### src/rtl/core/vna_pkg.sv
// shared types, widths and constants of the vertex normal accumulator
package vna_pkg;

  localparam int VERTEX_COUNT = 1024;
  localparam int IDX_W        = 10;
  localparam int COORD_W      = 16;
  localparam int SUM_W        = 24;
  localparam int NORM_W       = 16;
  localparam int EPOCH_W      = 8;
  localparam int IN_DATA_W    = 88;
  localparam int IN_USER_W    = 2;
  localparam int OUT_DATA_W   = 80;

  localparam logic [EPOCH_W-1:0] EpochFirst = EPOCH_W'(1);
  localparam logic [EPOCH_W-1:0] EpochLast  = {EPOCH_W{1'b1}};
  localparam logic [EPOCH_W-1:0] EpochNone  = '0;

  localparam logic KindFace = 1'b0;
  localparam logic KindSum  = 1'b1;

  typedef enum logic [1:0] {
    OP_WRITE = 2'd0,
    OP_CLEAR = 2'd1,
    OP_TRI   = 2'd2,
    OP_READ  = 2'd3
  } opcode_e;

  typedef struct packed {
    opcode_e                    op;
    logic [IDX_W-1:0]           vidx;
    logic [IDX_W-1:0]           ca;
    logic [IDX_W-1:0]           cb;
    logic [IDX_W-1:0]           cc;
    logic signed [COORD_W-1:0]  px;
    logic signed [COORD_W-1:0]  py;
    logic signed [COORD_W-1:0]  pz;
  } cmd_t;

  typedef struct packed {
    logic sweeping;
  } back_stat_t;

  typedef struct packed {
    logic                     clip;
    logic [EPOCH_W-1:0]       tag;
    logic signed [SUM_W-1:0]  sz;
    logic signed [SUM_W-1:0]  sy;
    logic signed [SUM_W-1:0]  sx;
  } sum_entry_t;

  typedef enum logic [3:0] {
    B_SWEEP,
    B_IDLE,
    B_VRD_A,
    B_VRD_B,
    B_VRD_C,
    B_VRD_W,
    B_NSTART,
    B_NWAIT,
    B_ACC_RD,
    B_ACC_WR,
    B_SUM_RD,
    B_SUM_DAT,
    B_EMIT
  } back_state_e;

  typedef enum logic [3:0] {
    N_IDLE,
    N_PROD,
    N_CROSS,
    N_SHIFT,
    N_SQUARE,
    N_ROOT,
    N_DIV_LOAD,
    N_DIVIDE,
    N_DONE
  } nrm_state_e;

endpackage

### src/rtl/core/vna_front.sv
// front end: takes input beats, decodes them and queues commands for the back end
module vna_front (
  input  logic                          clk_i,
  input  logic                          rst_ni,
  input  logic                          s_tvalid_i,
  output logic                          s_tready_o,
  input  logic [vna_pkg::IN_DATA_W-1:0] s_tdata_i,
  input  logic [vna_pkg::IN_USER_W-1:0] s_tuser_i,
  input  vna_pkg::back_stat_t           stat_i,
  output logic                          cmd_valid_o,
  output vna_pkg::cmd_t                 cmd_o,
  input  logic                          cmd_pop_i
);

  vna_pkg::cmd_t cmd_in;
  vna_pkg::cmd_t fifo_q [2];
  logic          wr_ptr_q, wr_ptr_d;
  logic          rd_ptr_q, rd_ptr_d;
  logic [1:0]    cnt_q, cnt_d;
  logic          push;
  logic          pop;

  always_comb begin
    cmd_in.op   = vna_pkg::opcode_e'(s_tuser_i);
    cmd_in.vidx = s_tdata_i[9:0];
    cmd_in.ca   = s_tdata_i[19:10];
    cmd_in.cb   = s_tdata_i[29:20];
    cmd_in.cc   = s_tdata_i[39:30];
    cmd_in.px   = s_tdata_i[55:40];
    cmd_in.py   = s_tdata_i[71:56];
    cmd_in.pz   = s_tdata_i[87:72];
  end

  assign s_tready_o  = (cnt_q != 2'd2) && !stat_i.sweeping;
  assign push        = s_tvalid_i && s_tready_o;
  assign cmd_valid_o = (cnt_q != 2'd0);
  assign pop         = cmd_pop_i && cmd_valid_o;
  assign cmd_o       = fifo_q[rd_ptr_q];

  always_comb begin
    wr_ptr_d = wr_ptr_q ^ push;
    rd_ptr_d = rd_ptr_q ^ pop;
    cnt_d    = cnt_q + 2'(push) - 2'(pop);
  end

  always_ff @(posedge clk_i or negedge rst_ni) begin
    if (!rst_ni) begin
      wr_ptr_q <= 1'b0;
      rd_ptr_q <= 1'b0;
      cnt_q    <= 2'd0;
    end else begin
      wr_ptr_q <= wr_ptr_d;
      rd_ptr_q <= rd_ptr_d;
      cnt_q    <= cnt_d;
    end
  end

  always_ff @(posedge clk_i) begin
    if (push) begin
      fifo_q[wr_ptr_q] <= cmd_in;
    end
  end

endmodule

### config.mk
export PLATFORM = sky130hd
export DESIGN_NAME = vna_front
export DESIGN_NICKNAME = d
export VERILOG_FILES = /design/src/rtl/core/vna_pkg.sv /design/src/rtl/core/vna_front.sv
export SDC_FILE = /design/constraint.sdc
export NUM_CORES = 1
export LEC_CHECK = 0
export ABC_CLOCK_PERIOD_IN_PS = 4000
export BUFFER_PORTS_ARGS = -buffer_cell sky130_fd_sc_hd__buf_4
export CAP_MARGIN = 15
export CORE_MARGIN = 5
export CORE_UTILIZATION = 52
export DETAILED_ROUTE_END_ITERATION = 10
export PLACE_DENSITY = 0.79
export SLEW_MARGIN = 10
export SYNTH_ARGS = -nofsm -noshare
export SYNTH_HDL_FRONTEND = slang
export SYNTH_SLANG_ARGS = --single-unit
### constraint.sdc
create_clock -name clk_i -period 4 [get_ports clk_i]
set_clock_uncertainty 0.2 [all_clocks]
set_input_delay 0.8 -clock clk_i [delete_from_list [all_inputs] [get_ports clk_i]]
set_output_delay 0.8 -clock clk_i [all_outputs]
set_load 0.05 [all_outputs]
# == Yosys cells after proc, flatten, opt, wreduce, memory -nomap -nowiden ==
# Memories as Yosys holds them, arrays and structs flattened.
# Index checks and enable logic that the tools add are counted.
# totals
reg_bits,4
mem_bits_rw,180
input_bits,95
out_inout_bits,92
wordCells,16
mem_count,1
# mem_list
memory,depth,word_bits,rd,rd_ports_with_merged_regs,write_ports,line,text
fifo_q,2,90,1,0,1,vna_front.sv:16,vna_pkg::cmd_t fifo_q [2];
# op_classes
n_addsub,2
n_eq_ne,1
n_mux,2
n_bitwise,2
reduce_logical,5
# op_table
operator,n
1-bit logical AND,3
2-bit by 1-bit adder with 2-bit output,1
1-bit two-way mux,2
2-bit != test (second input constant),1
2-bit nonzero test,1
2-bit by 1-bit subtractor with 2-bit output,1
1-bit XOR,2
1-bit zero test,1

# == Longest topological paths before layout ==
# depth
ltp_word,5
ltp_mapped,7
depth_no_buf,7

# == Worst setup path after synthesis ==
# OpenSTA, ideal clock, no wires.
# synth_timing
path_kind,input -> register
start,input port stat_i
end,"memory fifo_q[1][0] in the netlist's numbering, enable pin"
t_arrival_ps,3156
slack_ps,185
cell_stages,3
n_path_buf,0
cell_sequence,inv_1 o211a_1 ha_1
# synth_via
elab_chain_len,5
# synth_rtl
item,line,text
"start, declared",vna_front.sv:9,"input vna_pkg::back_stat_t stat_i,"
1-bit zero test,vna_front.sv:34,assign s_tready_o = (cnt_q != 2'd2) && !stat_i.sweeping;
1-bit logical AND,vna_front.sv:34,
1-bit logical AND,vna_front.sv:35,assign push = s_tvalid_i && s_tready_o;
1-bit two-way mux,vna_front.sv:59,if (push) begin
1-bit two-way mux (implied by the code),vna_front.sv:60,fifo_q[wr_ptr_q] <= cmd_in;
"end, declared",vna_front.sv:16,
# No other way between the ends.

==> impl_results.md <==
- Crit path DAT: 2260 ps
- Sequential element share of the synthesized area: 81.12%
- CP Class: reg2out
- Crit. Startpoint: rd_ptr_q
- DRC viols: 0
- GP Congestion: 0.7627
- Crit Reg-Reg Startpoint: cnt_q[1]
- Worst setup margin: 743.0 ps
- Mapped Avg Cell Area: 22.47 um2
- Setup TNS: 0 ps
- Final hold vios: 0
- Core Region: 12720 um2
- Vias in the first global route: 3765
- Dpl cell area: 8364 um2
- Setup-violating endpoint count in the final report: 0
- Yosys warning count: 0
- Via count: 3433
- Critical Path Sink: cmd_o[44]
- Max VDD drop: 0.4384 mV
- Clock Tree Buf Depth: 2
- Reg2reg path depth: 4
- Tcrit/Tclk final: 81.42%
- RSZ-0062 raised after global routing: no
- Slew margin rel.: 48.44%
- Hold WS: 349.6 ps
- Total GRT Usage: 16.20%
- Initial core utilization: 53.34%
- DRT Pass-1 Iters: 4
- DR top layer: met4
- Port bufs: 186
- Clk Latency, worst-skew pair: 410 ps
- Worst slew pin tran: 773.5 ps
- Antenna Violating Nets Remaining: 0
- Setup Fix Bufs, Post-CTS: 0
- Static leakage: 3.356 nW
- Share of cells above drive strength 1: 60.15%
- Row Count: 41
- Unique cell type count in the Yosys netlist: 14
- Met3 Routed Length: 1006 um
- Clock Tree Root: clkbuf_16
- Routed wire per std cell: 18.08 um
- Outcome: completed
- Final nets: 605
- Final period demand of the worst path: 3257 ps
- Final Non-Filler Cells: 689
- Initial antenna violation count: 0
- Final Util: 70.46%
- Reg-to-reg endpoint: fifo_q[0][50]
- Die Y-Extent: 124.2 um
- IO Pins: 187
- Type of the tightest min-delay check: reg2reg
- Total CTS buffers: 17
- F_max: 0.3070 GHz
- 1st-iter DRT viols: 255
- Area added between synthesis and finish: 32.08%
- Dpl ws: 1152 ps
- H-Tree Depth: 4
- Wl on met1: 4987 um
- Die Area: 15440 um2
- Die Wd: 124.2 um
- Syn Std Cell Area: 6787 um2
- Vias per cell: 4.983
- Reg2Reg Setup Slack: 1620 ps
- # Max-Cap Violations: 0
- Worst Path Max Fanout: 50
- Sink Count: 184
- Worst Path Required: 3000 ps
- Count of pins over their slew limit: 0
- PwrDens: 766.4 nW/um2
- Post-route design area: 8964 um2
- Synthesized netlist cell count: 302
- Worst setup EP type: output pin
- Total congestion overflow: 0
- Synthesized net count: 401
- First-pass GRT wire length: 19430 um
- CTS tree: done
- Total power: 6.869 mW
- Worst-path clk slew: 60 ps
- Register bit total from synthesis: 184
- Final WL: 12460 um
- Post-DP HPWL: 8471 um
- # diodes: 0
- Met2 wire length: 6240 um
- CP Launch Type: flop
- # placed instances: 658
- Largest net degree at the start of global routing: 53
-- registers in the layout (all words and copies together) (netlist names) --
| register | flops |
|---|---|
| rd_ptr_q | 1 |
| cnt_q | 2 |
| wr_ptr_q | 1 |
| fifo_q | 180 |
-- cells by family (layout without fill, tap and decap cells) --
logic type      Yosys count  count (layout)  share of synthesized area (%)
compound gates            4               4                         0.4425
simple gates              1               1                        0.05526
flops                   184             184                          81.12
fa+ha+maj                 4               4                         0.7375
xor+xnor                  3               3                         0.3872
mux                      90              90                          14.93
buf+inv                  16             231                          2.323
-- routing by layer --
| metal | GRT usage, % | up-vias |
|---|---|---|
| met5 | 0 | - |
| met4 | 6.254 | 0 |
| met3 | 6.432 | 20 |
| met2 | 26.59 | 144 |
| met1 | 19.26 | 1667 |
| li1 | - | 1602 |
-- power breakdown --
group | leakage (nW) | switching [mW] | internal [mW]
Sequential | 1.69 | 0.161 | 2.40
Clock | 0.283 | 0.629 | 1.03
Combinational | 1.38 | 1.72 | 0.926
-- synthesized netlist by cell type --
master    instances  share of area [%]
o211ai_1          1               0.11
inv_1             6               0.33
clkbuf_8          9                1.8
o211a_1           1               0.15
a21oi_1           1              0.074
edfxtp_1        180                 80
o21a_1            1               0.11
nand2_1           1              0.055
buf_6             1               0.17
ha_1              4               0.74
xnor2_1           2               0.26
dfrtp_1           4                1.5
xor2_1            1               0.13
mux2_2           90                 15
-- critical path, cell delays in order (launching register included) --
cell and delay (ps):
dfrtp_4 870, buf_4 380, mux2_2 390, buf_4 190
-- worst min-delay path by stage --
| stage | from | end | cells past startpoint |
|---|---|---|---|
| 6_report | cnt_q[1] | cnt_q[1] | 1 |
| 4_1_cts | s_tdata_i[3] | fifo_q[1][81] | 1 |
| 5_1_grt | s_tdata_i[43] | fifo_q[0][35] | 1 |
| 3_5_place_dp | cnt_q[1] | cnt_q[1] | 1 |
| 2_1_floorplan | cnt_q[1] | cnt_q[1] | 1 |
| 3_3_place_gp | cnt_q[1] | cnt_q[1] | 1 |
-- final cells by class --
| class | instances | area [um2] |
|---|---|---|
| multi-input cells | 102 | 1149 |
| inverters | 6 | 22.52 |
| repair buffers | 195 | 1479 |
| clock buffers | 19 | 432.9 |
| well taps | 172 | 215.2 |
| flip-flops and latches | 184 | 5509 |
| clock inverters | 11 | 156.4 |
| fillers | 831 | 3759 |
-- cells in the final DEF (no fill, tap or decap), drive strengths merged --
cell type,Yosys,routed
edfxtp,180,180
dfrtp,4,4
clkbuf,9,19
clkinvlp,0,1
o211a,1,1
ha,4,4
o211ai,1,1
bufinv,0,4
mux2,90,90
buf,1,194
nand2,1,1
xor2,1,1
o21a,1,1
clkinv,0,6
a21oi,1,1
xnor2,2,2
inv,6,6
dlygate4sd3,0,1
-- timing repair --
item / 4_1_cts / 5_1_grt
endpoints found under the hold margin: 4 / 0
resized for setup: 0 / 0
hold buffers: 1 / 0
endpoints found under the setup margin: 0 / 0
No activity file was read; power rests on OpenSTA's default activity.
